--- src/design/arpc_pkg.sv ---
package arpc_pkg;

    // Input item: a received ARP header or a cache lookup query.
    typedef struct packed {
        logic        cmd;
        logic [15:0] hw_type;
        logic [15:0] proto_type;
        logic [15:0] arp_op;
        logic [47:0] sender_mac;
        logic [31:0] sender_ip;
        logic [31:0] query_ip;
    } t_in_item;

    // Result item: a reply to transmit or a lookup answer.
    typedef struct packed {
        logic        kind;
        logic [1:0]  learn_status;
        logic [47:0] target_mac;
        logic [31:0] target_ip;
        logic        lookup_hit;
        logic [47:0] lookup_mac;
    } t_out_item;

    // One cache entry as it is stored in the RAM.
    typedef struct packed {
        logic [47:0] mac;
        logic [31:0] ip;
    } t_entry;

    localparam int ENTRY_W = $bits(t_entry);

    // Strobes from the controller to the entry RAM.
    typedef struct packed {
        logic rd_en;
        logic wr_en;
    } t_ram_ctl;

    typedef enum logic [1:0] {
        S_IDLE,
        S_SCAN,
        S_WRITE,
        S_DONE
    } t_state;

    localparam logic CMD_PACKET = 1'b0;
    localparam logic CMD_LOOKUP = 1'b1;

    localparam logic KIND_REPLY  = 1'b0;
    localparam logic KIND_LOOKUP = 1'b1;

    localparam logic [1:0] LS_ADDED   = 2'd0;
    localparam logic [1:0] LS_PRESENT = 2'd1;
    localparam logic [1:0] LS_FULL    = 2'd2;

    localparam logic [15:0] HW_ETHERNET = 16'h0001;
    localparam logic [15:0] PROTO_IPV4  = 16'h0800;
    localparam logic [15:0] OP_REQUEST  = 16'h0001;

    localparam int CFG_IDX_W  = 2;
    localparam int CFG_DATA_W = 48;

    localparam logic [CFG_IDX_W-1:0] CFG_OWN_MAC = 2'd0;
    localparam logic [CFG_IDX_W-1:0] CFG_OWN_IP  = 2'd1;

endpackage

--- src/design/arpc_ram.sv ---
module arpc_ram #(
    parameter int W     = 80,
    parameter int DEPTH = 16,
    localparam int AW   = (DEPTH > 1) ? $clog2(DEPTH) : 1
) (
    input  logic          i_clk,
    input  logic          i_wr_en,
    input  logic [AW-1:0] i_wr_addr,
    input  logic [W-1:0]  i_wr_data,
    input  logic          i_rd_en,
    input  logic [AW-1:0] i_rd_addr,
    output logic [W-1:0]  o_rd_data
);

    logic [W-1:0] r_mem [DEPTH];
    logic [W-1:0] r_rd_data;

    always_ff @(posedge i_clk) begin
        if (i_wr_en) begin
            r_mem[i_wr_addr] <= i_wr_data;
        end
        if (i_rd_en) begin
            r_rd_data <= r_mem[i_rd_addr];
        end
    end

    assign o_rd_data = r_rd_data;

endmodule

--- src/design/arpc_ctrl.sv ---
module arpc_ctrl import arpc_pkg::*; #(
    parameter int ENTRIES = 16,
    localparam int AW     = (ENTRIES > 1) ? $clog2(ENTRIES) : 1,
    localparam int CW     = $clog2(ENTRIES + 1)
) (
    input  logic               i_clk,
    input  logic               i_rst_n,
    input  logic               i_in_valid,
    output logic               o_in_ready,
    input  t_in_item           i_in_item,
    output logic               o_out_valid,
    input  logic               i_out_ready,
    output t_out_item          o_out_item,
    output t_ram_ctl           o_ram_ctl,
    output logic [AW-1:0]      o_rd_addr,
    output logic [AW-1:0]      o_wr_addr,
    output logic [ENTRY_W-1:0] o_wr_data,
    input  logic [ENTRY_W-1:0] i_rd_data
);

    t_state    r_state, n_state;
    t_in_item  r_item;
    logic [AW-1:0] r_idx;
    logic [CW-1:0] r_count;
    logic      r_issuing;
    logic      r_cmp_valid;
    logic      r_cmp_last;
    logic [1:0]  r_status;
    logic        r_hit;
    logic [47:0] r_mac;
    logic        r_out_valid;
    t_out_item   r_out;

    t_entry rd_entry;
    logic   accept;
    logic   in_is_req;
    logic   full;
    logic   empty;
    logic   last_issue;
    logic   found;
    logic   out_load;
    logic [31:0] key_ip;

    assign rd_entry   = t_entry'(i_rd_data);
    assign accept     = i_in_valid && o_in_ready;
    assign in_is_req  = (i_in_item.arp_op == OP_REQUEST) && (i_in_item.hw_type == HW_ETHERNET)
                        && (i_in_item.proto_type == PROTO_IPV4);
    assign full       = (r_count >= CW'(ENTRIES));
    assign empty      = (r_count == '0);
    assign last_issue = ((CW'(r_idx) + CW'(1)) == r_count);
    assign key_ip     = (r_item.cmd == CMD_LOOKUP) ? r_item.query_ip : r_item.sender_ip;
    assign found      = r_cmp_valid && (rd_entry.ip == key_ip);

    // Output decode.
    always_comb begin
        o_in_ready        = 1'b0;
        o_ram_ctl.rd_en   = 1'b0;
        o_ram_ctl.wr_en   = 1'b0;
        out_load          = 1'b0;
        case (r_state)
            S_IDLE:  o_in_ready = 1'b1;
            S_SCAN:  o_ram_ctl.rd_en = r_issuing;
            S_WRITE: o_ram_ctl.wr_en = 1'b1;
            S_DONE:  out_load = !r_out_valid || i_out_ready;
            default: o_in_ready = 1'b0;
        endcase
    end

    assign o_rd_addr = r_idx;
    assign o_wr_addr = r_count[AW-1:0];
    assign o_wr_data = {r_item.sender_mac, r_item.sender_ip};

    // Next state.
    always_comb begin
        n_state = r_state;
        case (r_state)
            S_IDLE: begin
                if (accept) begin
                    if (i_in_item.cmd == CMD_LOOKUP) begin
                        n_state = empty ? S_DONE : S_SCAN;
                    end else if (in_is_req) begin
                        if (full) begin
                            n_state = S_DONE;
                        end else if (empty) begin
                            n_state = S_WRITE;
                        end else begin
                            n_state = S_SCAN;
                        end
                    end
                end
            end
            S_SCAN: begin
                if (found) begin
                    n_state = S_DONE;
                end else if (r_cmp_valid && r_cmp_last) begin
                    n_state = (r_item.cmd == CMD_LOOKUP) ? S_DONE : S_WRITE;
                end
            end
            S_WRITE: n_state = S_DONE;
            S_DONE: begin
                if (out_load) begin
                    n_state = S_IDLE;
                end
            end
            default: n_state = S_IDLE;
        endcase
    end

    always_ff @(posedge i_clk) begin
        if (!i_rst_n) begin
            r_state     <= S_IDLE;
            r_count     <= '0;
            r_out_valid <= 1'b0;
            r_issuing   <= 1'b0;
            r_cmp_valid <= 1'b0;
        end else begin
            r_state <= n_state;
            if (accept) begin
                r_issuing   <= 1'b1;
                r_cmp_valid <= 1'b0;
            end else if (r_state == S_SCAN) begin
                r_cmp_valid <= r_issuing;
                r_issuing   <= r_issuing && !last_issue;
            end
            if (r_state == S_WRITE) begin
                r_count <= r_count + CW'(1);
            end
            if (out_load) begin
                r_out_valid <= 1'b1;
            end else if (i_out_ready) begin
                r_out_valid <= 1'b0;
            end
        end
    end

    always_ff @(posedge i_clk) begin
        if (accept) begin
            r_item   <= i_in_item;
            r_idx    <= '0;
            r_hit    <= 1'b0;
            r_mac    <= '0;
            r_status <= full ? LS_FULL : LS_ADDED;
        end else if (r_state == S_SCAN) begin
            if (r_issuing) begin
                r_idx      <= r_idx + AW'(1);
                r_cmp_last <= last_issue;
            end
            // The pipelined reads may run past a match; the state moves on at once.
            if (found) begin
                r_status <= LS_PRESENT;
                r_hit    <= 1'b1;
                r_mac    <= rd_entry.mac;
            end
        end
        if (out_load) begin
            if (r_item.cmd == CMD_LOOKUP) begin
                r_out.kind         <= KIND_LOOKUP;
                r_out.learn_status <= LS_ADDED;
                r_out.target_mac   <= '0;
                r_out.target_ip    <= '0;
                r_out.lookup_hit   <= r_hit;
                r_out.lookup_mac   <= r_mac;
            end else begin
                r_out.kind         <= KIND_REPLY;
                r_out.learn_status <= r_status;
                r_out.target_mac   <= r_item.sender_mac;
                r_out.target_ip    <= r_item.sender_ip;
                r_out.lookup_hit   <= 1'b0;
                r_out.lookup_mac   <= '0;
            end
        end
    end

    assign o_out_valid = r_out_valid;
    assign o_out_item  = r_out;

endmodule

--- src/design/arp_responder_with_cache_core.sv ---
// ARP responder with a learning address cache.
// The input channel (i_in_valid/o_in_ready, i_in_item) takes either the header fields
// of a received ARP packet or a lookup query for an IPv4 address. An Ethernet/IPv4
// ARP request is learned into the cache if it is new and the cache is not full, and is
// answered with one reply request on the output channel (o_out_valid/i_out_ready,
// o_out_item); other packets give nothing. A lookup gives one answer with hit flag
// and stored MAC. Entries live in one RAM with a registered read. A lookup, or a
// request while the cache is not full, scans the stored entries one read a cycle,
// stopping at a match. One item is worked on at a time; the next is taken once the
// result is in the output register, so a stalled receiver holds the block only after
// a second result is ready.
// The configuration channel (i_cfg_valid/o_cfg_ready) is always ready and sets the own
// MAC and IP at index 0 and 1; other indexes are ignored.
// Reset empties the cache at once by clearing the entry count; RAM contents are not
// cleared, and only entries below the count are ever read.
module arp_responder_with_cache_core import arpc_pkg::*; #(
    parameter int ENTRIES = 16
) (
    input  logic                  i_clk,
    input  logic                  i_rst_n,
    input  logic                  i_in_valid,
    output logic                  o_in_ready,
    input  t_in_item              i_in_item,
    output logic                  o_out_valid,
    input  logic                  i_out_ready,
    output t_out_item             o_out_item,
    input  logic                  i_cfg_valid,
    output logic                  o_cfg_ready,
    input  logic [CFG_IDX_W-1:0]  i_cfg_index,
    input  logic [CFG_DATA_W-1:0] i_cfg_data
);

    localparam int AW = (ENTRIES > 1) ? $clog2(ENTRIES) : 1;

    logic [47:0] r_own_mac;
    logic [31:0] r_own_ip;

    t_ram_ctl            ram_ctl;
    logic [AW-1:0]       rd_addr;
    logic [AW-1:0]       wr_addr;
    logic [ENTRY_W-1:0]  wr_data;
    logic [ENTRY_W-1:0]  rd_data;

    assign o_cfg_ready = 1'b1;

    // Own addresses set by the configuration channel are held here.
    always_ff @(posedge i_clk) begin
        if (!i_rst_n) begin
            r_own_mac <= '0;
            r_own_ip  <= '0;
        end else if (i_cfg_valid && o_cfg_ready) begin
            if (i_cfg_index == CFG_OWN_MAC) begin
                r_own_mac <= i_cfg_data[47:0];
            end else if (i_cfg_index == CFG_OWN_IP) begin
                r_own_ip <= i_cfg_data[31:0];
            end
        end
    end

    arpc_ctrl #(
        .ENTRIES (ENTRIES)
    ) u_ctrl (
        .i_clk       (i_clk),
        .i_rst_n     (i_rst_n),
        .i_in_valid  (i_in_valid),
        .o_in_ready  (o_in_ready),
        .i_in_item   (i_in_item),
        .o_out_valid (o_out_valid),
        .i_out_ready (i_out_ready),
        .o_out_item  (o_out_item),
        .o_ram_ctl   (ram_ctl),
        .o_rd_addr   (rd_addr),
        .o_wr_addr   (wr_addr),
        .o_wr_data   (wr_data),
        .i_rd_data   (rd_data)
    );

    arpc_ram #(
        .W     (ENTRY_W),
        .DEPTH (ENTRIES)
    ) u_ram (
        .i_clk     (i_clk),
        .i_wr_en   (ram_ctl.wr_en),
        .i_wr_addr (wr_addr),
        .i_wr_data (wr_data),
        .i_rd_en   (ram_ctl.rd_en),
        .i_rd_addr (rd_addr),
        .o_rd_data (rd_data)
    );

`ifndef NO_ASSERTIONS
    a_cfg_mac: assert property (@(posedge i_clk) disable iff (!i_rst_n)
        (i_cfg_valid && o_cfg_ready && i_cfg_index == CFG_OWN_MAC)
        |=> (r_own_mac == $past(i_cfg_data[47:0])))
        else $error("own MAC not taken from configuration write");

    a_cfg_ip: assert property (@(posedge i_clk) disable iff (!i_rst_n)
        (i_cfg_valid && o_cfg_ready && i_cfg_index == CFG_OWN_IP)
        |=> (r_own_ip == $past(i_cfg_data[31:0])))
        else $error("own IP not taken from configuration write");

    a_lookup_busy: assert property (@(posedge i_clk) disable iff (!i_rst_n)
        (i_in_valid && o_in_ready && i_in_item.cmd == CMD_LOOKUP) |=> !o_in_ready)
        else $error("lookup accepted but block did not go busy");

    a_lookup_fields: assert property (@(posedge i_clk) disable iff (!i_rst_n)
        (o_out_valid && o_out_item.kind == KIND_LOOKUP)
        |-> (o_out_item.learn_status == LS_ADDED && o_out_item.target_mac == '0
             && o_out_item.target_ip == '0
             && (o_out_item.lookup_hit || o_out_item.lookup_mac == '0)))
        else $error("lookup answer carries stray fields");

    a_reply_fields: assert property (@(posedge i_clk) disable iff (!i_rst_n)
        (o_out_valid && o_out_item.kind == KIND_REPLY)
        |-> (!o_out_item.lookup_hit && o_out_item.lookup_mac == '0
             && o_out_item.learn_status != 2'd3))
        else $error("reply carries lookup fields or bad status");
`endif

endmodule

--- config.mk ---
export PLATFORM = sky130hd
export DESIGN_NAME = arp_responder_with_cache_core
export DESIGN_NICKNAME = d
export VERILOG_FILES = /design/src/design/arpc_pkg.sv /design/src/design/arpc_ram.sv /design/src/design/arpc_ctrl.sv /design/src/design/arp_responder_with_cache_core.sv
export SDC_FILE = /design/constraint.sdc
export NUM_CORES = 2
export LEC_CHECK = 0
export BUFFER_PORTS_ARGS = -buffer_cell sky130_fd_sc_hd__buf_2
export CORE_ASPECT_RATIO = 1.1
export CORE_UTILIZATION = 30
export CTS_CLUSTER_DIAMETER = 60
export CTS_CLUSTER_SIZE = 16
export DETAILED_ROUTE_END_ITERATION = 7
export GPL_ROUTABILITY_DRIVEN = 0
export PLACE_DENSITY = 0.51
export SETUP_SLACK_MARGIN = 0.5
export SKIP_LAST_GASP = 1
export SLEW_MARGIN = 0
export SYNTH_ARGS = -nofsm -noshare
export SYNTH_HDL_FRONTEND = slang
export SYNTH_SLANG_ARGS = --single-unit
export TNS_END_PERCENT = 5
--- constraint.sdc ---
create_clock -name i_clk -period 7.7 [get_ports i_clk]
set_input_delay 0.385 -clock i_clk [delete_from_list [all_inputs] [get_ports i_clk]]
set_output_delay 0.385 -clock i_clk [all_outputs]
set_load 0.01 [all_outputs]
==> results.txt <==
- The flow ran to the end, and the final reports show no timing, DRC or antenna violations.
* EDFF count, synth: 1608
- Setup repair after global routing left no endpoint under its margin.
* Accumulated negative setup slack: 0 ps
* Total congestion overflow: 0
* Seq cells post-synth: 1671
* Unique cell type count in the Yosys netlist: 41
* Data arrival time of the critical path: 5530 ps
- Synthesized instance count: 2623
- Final setup fails: 0
- Period utilization: 63.5%
- Floorplan core area: 0.205 mm^2
- Net count, final: 3340
- Die Outline Area: 0.209 mm^2
- DPL Wire Length: 76.2 mm
- The critical path is of the reg2reg type.
- Number of top-level pins: 351
- Post-synthesis cell type with the largest combined area: sky130_fd_sc_hd__edfxtp_1
* Synthesis-to-finish area growth: 17.8%
- At the end of the flow the core is filled with cells to 35.7%.
- Summing the sequential cell areas from Yosys gives 79.8% of the chip area.
- Total vias in the final route: 28152
* Endpoint required time on the critical path: 8340 ps
- Final Slew Violations: 0
* Synth top area share: 77.8%
* Lkg Pwr: 22.5 nW
- Maximum number of pins on one net before global-route repair: 132
* Die boundary width: 436 um
* Clock slew seen by the registers of the worst setup and hold paths: 70 ps
* Worst-path maximum fanout: 49
* Transition at the pin with the smallest max-transition slack: 1180 ps
- Proportion of power drawn by flip-flops and latches: 52.5%
- The count of nets left with antenna violations once routing finished came out at 0.
- Timing-limited maximum frequency: 204 MHz
* Clock tree from TritonCTS: done
- Via density per instance: 4.72
- Path class of the lowest-slack min-delay path: in2reg
* Worst setup skew after layout: 27.3 ps
* Total standard cell area after synthesis: 0.0621 mm^2
- Minimum clock period: 4890 ps
* Syn_area_per_cell: 23.7 um^2
- STA classifies the critical path endpoint as a flop.
- Ys Warns: 0
* Power Internal: 16.4 mW
- Hold is met by 291 ps.
- TritonCTS created 147 clock buffers.
- The most common cell in the synthesized netlist is sky130_fd_sc_hd__edfxtp_1.
- Ys async rst share: 0%
- Tracing the worst setup path back leads to its startpoint at u_ctrl.r_item[160]$_DFFE_PP_.
* Leading post-synthesis cells by cell area: sky130_fd_sc_hd__edfxtp_1 78%, sky130_fd_sc_hd__mux4_2 15%, sky130_fd_sc_hd__dfxtp_1 2.0%
* Max-cap violations: 0
* Number of antenna violations at the first check in global routing: 5
- Wire per inst: 25.9 um
* Power density over the cells: 299 mW/mm^2
* Critical path launch point type: flop
- Total routing usage reported by global routing: 14.7%
- CTS H-tree depth: 4
- Net Count, Synth: 2849
* Root cell of the clock tree: sky130_fd_sc_hd__clkbuf_16
- Net load switching power: 5.49 mW
* CTS Buffer Depth: 3
- The worst hold path begins at i_in_item[83].
* Number of inserted filler cells in the final layout: 18937
* Wire length of the first global-routing pass: 220 mm
- The floorplan has 174 rows.
- The startpoint identified for the worst register-to-register timing path is u_ctrl.r_item[160]$_DFFE_PP_.
- Source-to-sink clock delay at the later pin of the worst-skew pair: 810 ps
* Number of iterations in the first detailed-routing pass: 5
- The post-route netlist has 30.6% of its cells at a drive strength greater than 1.
* Total wire length after detailed routing: 154 mm
* Most used flip-flop cell after synthesis: sky130_fd_sc_hd__edfxtp_1
* Clock power frac: 35.5%
- Combinational logic burns 11.9% of the power.
- DRC marker count from the first detailed-route iteration: 2545
- Via count of the first global-routing pass: 29633
* Effective utilization at floorplan: 30.3%
- Switching Share: 25.1%
* Tightest slew margin relative to the limit: 21.6%
* Clk sink count: 1671
- IR analysis of the VDD net gives a maximum drop of 0.205 mV.
- Port Buffer Count: 298
- Die span in y: 479 um
- Final Hold Viols: 0
* Remaining routing DRC violations: 0
- Cell types with the highest counts after synthesis: 1608 x sky130_fd_sc_hd__edfxtp_1, 400 x sky130_fd_sc_hd__mux4_2, 86 x sky130_fd_sc_hd__nor2b_1
## per-stage QoR
stage	cells	setup WS, ps	instance area (um^2)	power, mW
floorplan	2623	664	62100	13.3
finish	5961	2810	73100	21.9
detailed placement	5577	2830	67000	14.4
CTS	5960	2770	73100	22.2
global route	5961	2500	73100	22.7
global placement	5577	2850	67000	14.3
## per-layer routing
metal | track usage (%) | part of all wire (%) | vias up
li1 | - | - | 11920
met1 | 19.9 | 44 | 15394
met5 | 0 | 0 | -
met3 | 2.50 | 4.3 | 163
met4 | 3.77 | 2.0 | 0
met2 | 24.6 | 50 | 675
## final cells by class
type	instances	area [um^2]	share of cell area, %
sequential	1671	49600	67.8
clock inverter	67	1070	1.47
inverter	8	40.0	0.0547
multi-input combinational	821	12000	16.4
tap	2728	3410	4.67
antenna	1	2.50	0.00342
timing repair buffer	465	3100	4.24
clock buffer	200	3930	5.37
## power groups by stage
stage	logic, mW	clock network, mW	registers [mW]
final	2.61	7.76	11.5
after global placement	2.66	0	11.7
after global routing	2.84	8.30	11.6
after floorplan	1.84	0	11.5
after CTS	2.72	8.00	11.5
after detailed placement	2.66	0	11.7
## cells by family after synthesis
kind of cell             synth area share, %
flip-flops                              79.8
adder cells (fa/ha/maj)                0.202
AND/OR/NAND/NOR                         2.44
AO/OA/AOI/OAI                          0.204
multiplexers                            15.8
other                                0.00604
XOR/XNOR                               0.607
buffers and inverters                  0.905
## registers in the layout (all words and copies together) (netlist names), 4 cells and up
name / count
u_ram.o_rd_data: 80
u_ctrl.o_out_item: 132
u_ctrl.r_item: 33
u_ctrl.r_count: 5
u_ctrl.r_mac: 48
u_ctrl.o_wr_data: 80
u_ctrl.o_rd_addr: 4
u_ram.r_mem: 1280
## cell usage in the layout (no fill, tap or decap), types with 7 or more instances in the layout
cell type,count
sky130_fd_sc_hd__nand2_1,14
sky130_fd_sc_hd__and2_1,53
sky130_fd_sc_hd__clkbuf_16,149
sky130_fd_sc_hd__buf_4,46
sky130_fd_sc_hd__ha_1,10
sky130_fd_sc_hd__clkinv_8,14
sky130_fd_sc_hd__nor2_1,57
sky130_fd_sc_hd__nor2b_1,85
sky130_fd_sc_hd__nor4_1,16
sky130_fd_sc_hd__edfxtp_1,1608
sky130_fd_sc_hd__mux2i_1,81
sky130_fd_sc_hd__dlygate4sd3_1,116
sky130_fd_sc_hd__xnor2_1,38
sky130_fd_sc_hd__bufinv_16,14
sky130_fd_sc_hd__clkinvlp_4,8
sky130_fd_sc_hd__inv_8,9
sky130_fd_sc_hd__clkbuf_1,50
sky130_fd_sc_hd__and2_4,12
sky130_fd_sc_hd__mux4_2,400
sky130_fd_sc_hd__dfxtp_1,59
sky130_fd_sc_hd__clkinv_2,7
sky130_fd_sc_hd__buf_2,298
## path summary, 6_finish.rpt
path / end / slack [ps] / cells after the start
worst max-delay path: u_ctrl.r_mac[22]$_SDFFE_PP0P_ / 2810 / 9
worst min-delay path: u_ctrl.o_wr_data[51]$_DFFE_PP_ / 290 / 2
worst max register to register: u_ctrl.r_mac[22]$_SDFFE_PP0P_ / 2810 / 9
worst min register to register: u_ctrl.r_mac[9]$_SDFFE_PP0P_ / 470 / 2
## critical path, cell delays in order (launching register included)
cell and delay [ps]:
sky130_fd_sc_hd__edfxtp_1 1030, sky130_fd_sc_hd__buf_12 370, sky130_fd_sc_hd__mux2i_1 260, sky130_fd_sc_hd__xnor2_1 160
sky130_fd_sc_hd__nor4_1 860, sky130_fd_sc_hd__nand4_1 580, sky130_fd_sc_hd__nor4_4 330, sky130_fd_sc_hd__buf_4 700
sky130_fd_sc_hd__mux2i_1 270, sky130_fd_sc_hd__nor2_1 60
## what timing repair did
action,in CTS,in global routing
endpoints found under the hold margin,125,0
setup buffers,0,0
resized for setup,0,0
hold buffers,116,0
endpoints found under the setup margin,0,0
Note: power is estimated with default switching activity, not from simulation.
